$ cat src/design/tod_pkg.sv
// Shared widths, reset values and register codes for the tilt orientation debouncer.
`timescale 1ns / 1ps

package tod_pkg;

  // Field widths
  localparam int unsigned PITCH_W    = 16;
  localparam int unsigned AVG_W      = 20;
  localparam int unsigned THR_W      = 15;
  localparam int unsigned MS_W       = 16;
  localparam int unsigned CFG_IDX_W  = 2;
  localparam int unsigned CFG_DATA_W = 16;

  // Default timestamp width
  localparam int unsigned TIME_BITS_DEF = 32;

  // Register reset values
  localparam logic [THR_W-1:0] THR_RESET    = THR_W'(3840);
  localparam logic [MS_W-1:0]  PERIOD_RESET = MS_W'(250);
  localparam logic [MS_W-1:0]  DWELL_RESET  = MS_W'(2000);

  // Filter arithmetic: 9*old + 16*pitch needs 24 signed bits, its magnitude 23
  localparam int unsigned SUM_W       = AVG_W + 4;
  localparam int unsigned MAG_W       = SUM_W - 1;
  localparam int unsigned DIV10_SHIFT = 26;
  localparam int unsigned PROD_W      = MAG_W + MAG_W;
  // ceil(2^26 / 10): exact quotient for every magnitude below 2^26 / 6
  localparam logic [MAG_W-1:0] DIV10_MUL = MAG_W'(((64'd1 << DIV10_SHIFT) + 64'd9) / 64'd10);

  typedef enum logic [CFG_IDX_W-1:0] {
    CFG_TILT_THRESHOLD = 2'd0,
    CFG_CHECK_PERIOD   = 2'd1,
    CFG_DWELL          = 2'd2
  } cfg_idx_e;

endpackage

$ cat src/design/tod_ema.sv
// Exponential average update: (9*old + 16*pitch) / 10, truncated toward zero.
`timescale 1ns / 1ps

module tod_ema import tod_pkg::*; (
  input  logic signed [AVG_W-1:0]   avg_old_i,
  input  logic signed [PITCH_W-1:0] pitch_i,
  output logic signed [AVG_W-1:0]   avg_new_o
);

  logic signed [SUM_W-1:0] old_x;
  logic signed [SUM_W-1:0] pitch_x;
  logic signed [SUM_W-1:0] sum;
  logic        [MAG_W-1:0] mag;
  logic        [PROD_W-1:0] prod;
  logic        [AVG_W-1:0] quo;

  assign old_x   = SUM_W'(avg_old_i);
  assign pitch_x = SUM_W'(pitch_i);
  assign sum     = (old_x <<< 3) + old_x + (pitch_x <<< 4);

  // divide the magnitude by ten through a reciprocal, then restore the sign
  assign mag  = sum[SUM_W-1] ? MAG_W'(-sum) : MAG_W'(sum);
  assign prod = PROD_W'(mag) * PROD_W'(DIV10_MUL);
  assign quo  = prod[DIV10_SHIFT +: AVG_W];

  assign avg_new_o = sum[SUM_W-1] ? (~quo + 1'b1) : quo;

endmodule

$ cat config.mk
export PLATFORM = sky130hd
export DESIGN_NAME = tod_ema
export DESIGN_NICKNAME = d
export VERILOG_FILES = /design/src/design/tod_pkg.sv /design/src/design/tod_ema.sv
export SDC_FILE = /design/constraint.sdc
export NUM_CORES = 1
export LEC_CHECK = 0
export BUFFER_PORTS_ARGS = -buffer_cell sky130_fd_sc_hd__buf_2
export CORE_MARGIN = 3
export CORE_UTILIZATION = 65
export DETAILED_ROUTE_END_ITERATION = 8
export GPL_TIMING_DRIVEN = 0
export PLACE_DENSITY = 0.84
export SLEW_MARGIN = 20
export SYNTH_ARGS = -nofsm -noshare
export SYNTH_HDL_FRONTEND = slang
export SYNTH_SLANG_ARGS = --single-unit
$ cat constraint.sdc
create_clock -name vclk -period 50
set_input_delay 12.5 -clock vclk [all_inputs]
set_output_delay 12.5 -clock vclk [all_outputs]
set_load 0.05 [all_outputs]
==> flow_metrics.py, run 1 <==
metrics = {
    "logic_synthesis": {
        "mappedNetlistArea_um2": 11780,
        "synth.lib_cells_used.distinct": 71,
        "yosys.area.top_type_share_pct": 38.08,
        "synth_area_per_inst_um2": 9.265,
        "synthTopCellsByArea": "fa_1, ha_1, inv_1, xnor2_1, a21oi_1",
        "synth.net_count": 1766,
        "netlist.top_cell.by_area": "fa_1",
        "synth-seq-area-share_pct": 0,
        "postSynthCellCount": 1271,
        "ys.warnings.count": 0,
    },
    "clock_network": {
        "post_cts.resized_instances": 0,
        "cts_hold_buffers": 0,
        "post-cts-setup-buffer-count": 0,
    },
    "worst_setup_path": {
        "path_max_fanout": 10,
        "worstSetupPathDepth": 36,
        "critPathSlowestCell": "xnor2_1",
        "criticalPathCategory": "primary input to output port",
        "worst_path_dominant_cell_family": "adder cells",
        "crit_path_frequent_cell": "fa_1",
        "crit_path_max_incr_delay_ns": 0.87,
        "worstSetupStartpointType": "primary input",
        "timing.critical_path.required_ns": 37.50,
        "cp.buffers_inverters": 7,
        "worst-endpoint-arrival_ns": 24.66,
        "setup.worst_path.end_class": "output port",
    },
    "routing": {
        "route.final.wire_length_um": 29610,
        "detail_route.drc_violations": 0,
        "vias": 9228,
        "routedWlPerCell_um": 19.08,
        "detailedRoute.firstPassIterationCount": 5,
        "via_per_inst": 5.946,
        "post_drt_antenna_nets": 0,
        "drt-initial-drc-count": 657,
    },
    "sta": {
        "timing_max_transition_violations_final": 0,
        "finalSetupViolCount": 0,
        "fmaxAchievable_ghz": 0.02691,
        "final.period_utilization_pct": 74.31,
        "finalSetupTns_ns": 0,
        "worst_slew_pin_slew_ns": 1.057,
        "unrepaired_setup_endpoints_after_global_routing": "false",
        "max-slew-margin-rel_pct": 29.05,
        "timing.final.crit_period_ns": 37.16,
        "hold_viol": 0,
    },
    "placed_design": {
        "finalWeightedCongestion": 1.033,
        "hpwl_um": 26580,
        "place.port_buffers": 56,
    },
    "layout": {
        "num-clock-buffers": 0,
        "fillerInstances": 1373,
        "layout.area.seq_um2": 0,
        "design.seq.count": 0,
        "area_delta_synth_final_pct": 4.771,
        "drive_above_1_share_pct": 6.330,
        "antenna_diode_count": 0,
        "fin_nets": 1824,
    },
    "die": {
        "chipWidth_um": 140.6,
        "fp-row-count": 48,
        "io-pin-count": 56,
        "coreArea_um2": 17540,
        "overall_die_height_um": 140.6,
        "initial_utilization_pct": 67.15,
        "dieArea_um2": 19770,
    },
    "hold_path": {
        "hold_path.class": "primary input to output port",
        "hold-path-cell-count": 8,
    },
    "outcome": {
        "run_status": "completed",
    },
    "grt": {
        "grt_antenna_before_repair": 0,
        "first_pass_grt_wire_length_um": 48260,
        "grt_max_degree": 11,
        "via_count_of_the_first_global_routing_pass": 9545,
        "grt_overflow_total": 0,
        "grt_total_usage_pct": 30.76,
    },
    "run": {
        "cap_viol_max_count": 0,
    },
}
-- stage by stage --
| step | instances | hold WS, ns | worst slack (ns) | instance area (µm²) | utilization (%) |
|---|---|---|---|---|---|
| detailed placement | 1552 | 26.13 | 13.14 | 12340 | 70.36 |
| global route | 1552 | 26.20 | 12.36 | 12340 | 70.36 |
| finish | 1552 | 26.13 | 12.84 | 12340 | 70.36 |
| floorplan | 1271 | 25.84 | 14.75 | 11780 | - |
| global placement | 1552 | 26.09 | 13.30 | 12340 | 70.36 |
| CTS | 1552 | 26.13 | 13.09 | 12340 | 70.36 |
-- tightest hold or removal path: stages --
cell and delay (ns):
buf_2 0.15, ha_1 0.21, a211oi_1 0.10, o211a_1 0.13, buf_4 0.19, o41ai_2 0.07, xor2_1 0.07, buf_2 0.21
-- cells in the final DEF, fill, tap and decap left out, types with 28 or more instances in the layout --
cell and count:
a21oi_1 60, buf_2 57, fa_1 224, ha_1 235, inv_1 323, nand2_1 48, nor2_1 46, o21ai_0 37
xnor2_1 47, xor2_1 28
-- routing by layer --
| layer | global-route usage, % | wire length, µm | up-vias |
|---|---|---|---|
| met5 | 0 | 0 | - |
| met1 | 43.08 | 11910 | 4509 |
| li1 | - | - | 4278 |
| met3 | 4.138 | 2322 | 85 |
| met2 | 49.75 | 14040 | 356 |
| met4 | 10.50 | 1329 | 0 |
-- layout make-up --
cell class / count / area (µm²) / area share, %
Buffer: 13 / 81.33 / 0.6592
Tap cell: 225 / 281.5 / 2.282
Timing Repair Buffer: 56 / 280.3 / 2.272
Multi-Input combinational cell: 935 / 10480 / 84.96
Inverter: 323 / 1212 / 9.827
-- worst paths after layout --
check,startpoint,endpoint
setup / recovery,avg_old_i[2],avg_new_o[19]
hold / removal,pitch_i[15],avg_new_o[19]
-- Yosys cell counts (all sizes together) (5+ instances only) --
master / n
o211ai: 12
a31oi: 7
xnor2: 47
nor2: 46
nand2: 48
inv: 323
nor4: 7
o31a: 5
o31ai: 9
a211oi: 10
xor2: 28
nor3: 21
o21bai: 9
nand3: 16
and3: 9
a21oi: 63
nand4: 10
o21a: 6
a21o: 16
fa: 224
clkbuf: 10
ha: 235
o21ai: 40
-- cell families after synthesis --
group / after synthesis / synth area share [%]
AO/OA/AOI/OAI: 210 / 12.18
XOR/XNOR: 75 / 5.578
adder cells (fa/ha/maj): 459 / 63.05
buffers and inverters: 336 / 10.99
multiplexers: 2 / 0.1700
AND/OR/NAND/NOR: 189 / 8.043
Power of run 1 is not shown: default switching activity piles up to over one toggle a cycle in this logic, so the estimate is an artifact.
==> run 2, diff against run 1 <==
--- a/config.mk
+++ b/config.mk
@@ -7,10 +7,10 @@
 export LEC_CHECK = 0
 export BUFFER_PORTS_ARGS = -buffer_cell sky130_fd_sc_hd__buf_2
 export CORE_MARGIN = 3
-export CORE_UTILIZATION = 65
+export CORE_UTILIZATION = 60
 export DETAILED_ROUTE_END_ITERATION = 8
 export GPL_TIMING_DRIVEN = 0
-export PLACE_DENSITY = 0.84
+export PLACE_DENSITY = 0.81
 export SLEW_MARGIN = 20
 export SYNTH_ARGS = -nofsm -noshare
 export SYNTH_HDL_FRONTEND = slang
==> constraint.sdc (replaced) <==
create_clock -name vclk -period 31.4
set_input_delay 7.85 -clock vclk [all_inputs]
set_output_delay 7.85 -clock vclk [all_outputs]
set_load 0.05 [all_outputs]
==> run 2 against run 1 <==
Critical path depth stayed put. Via count shrank 1.8%. First-iteration DRC count fell by 17%. Count of clock-buffer cells in the layout is the same. Core utilization fell by 5.2 points. Routed wire length shrank 2.8%. Sequential share of layout area stayed put. Critical path type unchanged. Critical endpoint unchanged.
==> flow_metrics.py, run 2 (synthesis gave the netlist of run 1 again) <==
metrics = {
    "placed_design": {
        "dpl.cell_count": 1587,
        "finalWeightedCongestion": 1.034,
        "place_ws_ns": 3.932,
        "place.port_buffers": 56,
        "hpwl_um": 25950,
    },
    "sta": {
        "timing.final.crit_period_ns": 27.68,
        "setup_ws_ns": 3.724,
        "finalSetupTns_ns": 0,
        "max-slew-margin-rel_pct": 32.99,
        "worst_slew_pin_slew_ns": 0.9981,
        "final.period_utilization_pct": 88.14,
        "fmaxAchievable_ghz": 0.03613,
        "hold_viol": 0,
        "finalSetupViolCount": 0,
        "timing_max_transition_violations_final": 0,
        "unrepaired_setup_endpoints_after_global_routing": "false",
    },
    "grt": {
        "via_count_of_the_first_global_routing_pass": 9429,
        "first_pass_grt_wire_length_um": 47490,
        "grt_util_met3_pct": 5.649,
        "grt_max_degree": 11,
        "gr-max-usage-layer": "met2",
        "met2_usage_pct": 46.06,
        "grt_overflow_total": 0,
        "grt_antenna_before_repair": 0,
        "grt_total_usage_pct": 27.81,
        "grtUsageMet1_pct": 37.77,
    },
    "layout": {
        "antenna_diode_count": 0,
        "stdcell_count": 1587,
        "num-clock-buffers": 0,
        "drive_above_1_share_pct": 6.330,
        "fin_nets": 1824,
        "area_delta_synth_final_pct": 5.143,
        "design.seq.count": 0,
        "commonest_non_fill_non_tap_cells_in_the_layout": "inv_1, ha_1, fa_1, a21oi_1, buf_2",
        "layout.area.seq_um2": 0,
        "leading_cell_type_in_the_layout_fill_and_taps_excluded": "inv_1",
        "fillerInstances": 1619,
        "postLayoutCoreUtil_pct": 65.11,
    },
    "clock_network": {
        "cts_hold_buffers": 0,
        "post-cts-setup-buffer-count": 0,
        "post_cts.resized_instances": 0,
    },
    "worst_setup_path": {
        "crit_path_max_incr_delay_ns": 0.82,
        "setup.worst_path.end_class": "output port",
        "criticalPathCategory": "primary input to output port",
        "critPathSlowestCell": "xnor2_1",
        "worst_path_dominant_cell_family": "adder cells",
        "path_max_fanout": 10,
        "worstSetupStartpointType": "primary input",
        "timing.critical_path.required_ns": 23.55,
        "worstSetupStartpoint": "avg_old_i[2]",
        "crit_path_frequent_cell": "fa_1",
        "worst-endpoint-arrival_ns": 19.83,
        "cp.buffers_inverters": 7,
    },
    "hold_path": {
        "hold-path-cell-count": 8,
        "hold_path.class": "primary input to output port",
        "worst_hold_startpoint": "pitch_i[15]",
        "hold-path-endpoint": "avg_new_o[19]",
    },
    "routing": {
        "post_drt_antenna_nets": 0,
        "via_per_inst": 5.711,
        "detailedRoute.firstPassIterationCount": 5,
        "detail_route.drc_violations": 0,
        "route.final.wire_length_um": 28770,
        "vias": 9063,
        "drt-initial-drc-count": 546,
        "routedWlPerCell_um": 18.13,
    },
    "outcome": {
        "run_status": "completed",
    },
    "die": {
        "dieArea_um2": 21340,
        "coreArea_um2": 19020,
        "initial_utilization_pct": 61.92,
        "io-pin-count": 56,
        "overall_die_height_um": 146.1,
        "fp-row-count": 50,
        "chipWidth_um": 146.1,
    },
    "run": {
        "cap_viol_max_count": 0,
    },
}
==> run 2: cell counts in the layout (fill, tap and decap cells not counted) <==
Identical to the previous run, type by type.
==> run 2: cell type report <==
class | count | area, µm² | share of cell area [%]
multi-input cells | 935 | 10480 | 84.66
well taps | 260 | 325.3 | 2.627
repair buffers | 56 | 280.3 | 2.264
plain buffers | 13 | 81.33 | 0.6568
inverters | 323 | 1212 | 9.792
==> run 2: layer usage <==
layer  vias to the layer above  part of all wire (%)
li1                       4270                     -
met1                      4451                    42
met2                       293                    48
met3                        49                   7.6
met4                         0                   3.2
met5                         -                     0
==> run 2: worst max-delay path by stage <==
| stage | end | slack (ns) | cells past startpoint |
|---|---|---|---|
| global placement | avg_new_o[19] | 4.02 | 36 |
| floorplan | avg_new_o[19] | 5.45 | 38 |
| CTS | avg_new_o[19] | 3.89 | 36 |
| global route | avg_new_o[19] | 3.02 | 39 |
| detailed placement | avg_new_o[19] | 3.93 | 39 |
| finish | avg_new_o[19] | 3.72 | 36 |
==> run 2: metrics by stage <==
| step | hold slack, ns | instance area [µm²] |
|---|---|---|
| after floorplan | 16.54 | 11780 |
| after global placement | 16.79 | 12380 |
| after detailed placement | 16.82 | 12380 |
| after CTS | 16.83 | 12380 |
| after global routing | 16.90 | 12380 |
| final | 16.82 | 12380 |
==> run 2: tightest hold or removal path, stage by stage <==
cell,delay [ns]
buf_2,0.15
ha_1,0.21
a211oi_1,0.10
o211a_1,0.13
buf_4,0.19
o41ai_2,0.07
xor2_1,0.06
buf_2,0.20
Power of run 2 is left out for the same reason.
==> run 3, diff against run 2 <==
--- a/config.mk
+++ b/config.mk
@@ -7,10 +7,9 @@
 export LEC_CHECK = 0
 export BUFFER_PORTS_ARGS = -buffer_cell sky130_fd_sc_hd__buf_2
 export CORE_MARGIN = 3
-export CORE_UTILIZATION = 60
+export CORE_UTILIZATION = 30
 export DETAILED_ROUTE_END_ITERATION = 8
 export GPL_TIMING_DRIVEN = 0
-export PLACE_DENSITY = 0.81
 export SLEW_MARGIN = 20
 export SYNTH_ARGS = -nofsm -noshare
 export SYNTH_HDL_FRONTEND = slang
==> run 3 against run 2 <==
Largest cell class unchanged. Flip-flop and latch count is the same. Non-clock buffer count is the same. Critical endpoint unchanged. Final area grew 2.5%.
==> flow_metrics.py, run 3 (synthesis gave the netlist of run 1 again) <==
metrics = {
    "outcome": {
        "run_status": "completed",
    },
    "worst_setup_path": {
        "timing.critical_path.required_ns": 23.55,
        "criticalPathCategory": "primary input to output port",
        "critPathSlowestCell": "xnor2_1",
        "worstSetupStartpointType": "primary input",
        "crit_path_max_incr_delay_ns": 0.88,
        "worst-endpoint-arrival_ns": 19.91,
        "setup.worst_path.end_class": "output port",
        "crit_path_frequent_cell": "fa_1",
        "path_max_fanout": 10,
    },
    "run": {
        "cap_viol_max_count": 0,
    },
    "placed_design": {
        "place.port_buffers": 56,
        "finalWeightedCongestion": 0.9243,
        "hpwl_um": 28040,
        "placed_cell_area_um2": 12700,
    },
    "layout": {
        "fillerInstances": 4043,
        "postLayoutCoreUtil_pct": 33.24,
        "layout.area.seq_um2": 0,
        "commonest_non_fill_non_tap_cells_in_the_layout": "inv_1, ha_1, fa_1, a21oi_1, buf_2",
        "antenna_diode_count": 0,
        "drive_above_1_share_pct": 6.330,
        "area_delta_synth_final_pct": 7.809,
        "design.seq.count": 0,
        "fin_nets": 1824,
        "postLayoutCellArea_um2": 12700,
        "num-clock-buffers": 0,
        "leading_cell_type_in_the_layout_fill_and_taps_excluded": "inv_1",
    },
    "routing": {
        "post_drt_antenna_nets": 0,
        "detail_route.drc_violations": 0,
        "detailedRoute.firstPassIterationCount": 5,
        "via_per_inst": 4.891,
        "routedWlPerCell_um": 16.95,
        "drt-initial-drc-count": 499,
        "route.final.wire_length_um": 31160,
        "vias": 8990,
    },
    "die": {
        "io-pin-count": 56,
        "coreArea_um2": 38200,
        "overall_die_height_um": 204.1,
        "chipWidth_um": 204.1,
        "fp-row-count": 71,
        "dieArea_um2": 41670,
        "initial_utilization_pct": 30.83,
    },
    "grt": {
        "grt_overflow_total": 0,
        "gr-max-usage-layer": "met2",
        "grt_total_usage_pct": 15.21,
        "first_pass_grt_wire_length_um": 50320,
        "grt_max_degree": 11,
        "via_count_of_the_first_global_routing_pass": 9429,
        "grtUsageMet1_pct": 20.68,
        "grt_antenna_before_repair": 0,
        "met2_usage_pct": 25.70,
        "grt_util_met3_pct": 1.943,
    },
    "sta": {
        "timing_max_transition_violations_final": 0,
        "fmaxAchievable_ghz": 0.03602,
        "timing.final.crit_period_ns": 27.76,
        "final.period_utilization_pct": 88.41,
        "fin_hold_ws_ns": 16.83,
        "unrepaired_setup_endpoints_after_global_routing": "false",
        "hold_viol": 0,
        "finalSetupViolCount": 0,
        "max-slew-margin-rel_pct": 26.89,
        "finalSetupTns_ns": 0,
        "worst_slew_pin_slew_ns": 1.089,
    },
    "clock_network": {
        "cts_hold_buffers": 0,
        "post_cts.resized_instances": 0,
        "post-cts-setup-buffer-count": 0,
    },
    "hold_path": {
        "hold_path.class": "primary input to output port",
    },
}
run 3: cell counts in the layout (fill, tap and decap cells not counted):
Identical to the previous run, type by type.
run 3: final timing paths:
kind / slack [ns] / startpoint / to / cells after the start
worst max-delay path: 3.64 / avg_old_i[7] / avg_new_o[19] / 36
worst min-delay path: 16.83 / pitch_i[15] / avg_new_o[19] / 8
run 3: cell type report:
class,count,area [µm²],share of cell area (%)
multi-input combinational,935,10480,82.57
inverter,323,1212,9.550
tap,511,639.4,5.036
timing repair buffer,56,280.3,2.208
buffer,13,81.33,0.6406
run 3: metrics by stage:
stage | std cells | setup WS (ns)
after floorplan | 1271 | 5.447
after global placement | 1838 | 3.793
after detailed placement | 1838 | 3.690
after CTS | 1838 | 3.644
after global routing | 1838 | 2.874
final | 1838 | 3.638
run 3: worst max-delay path: cells and delay by family:
| kind | cells | cell delay [ns] |
|---|---|---|
| compound gates | 14 | 3.72 |
| xor+xnor | 2 | 1.06 |
| simple gates | 2 | 0.79 |
| fa+ha+maj | 10 | 5.02 |
| buf+inv | 8 | 1.46 |
run 3: per-layer routing:
metal	part of all wire (%)	wire length, µm
met1	44	13570
met2	48	15030
met3	5.2	1611
met4	3.0	945
met5	0	0
Power of run 3 is left out for the same reason.
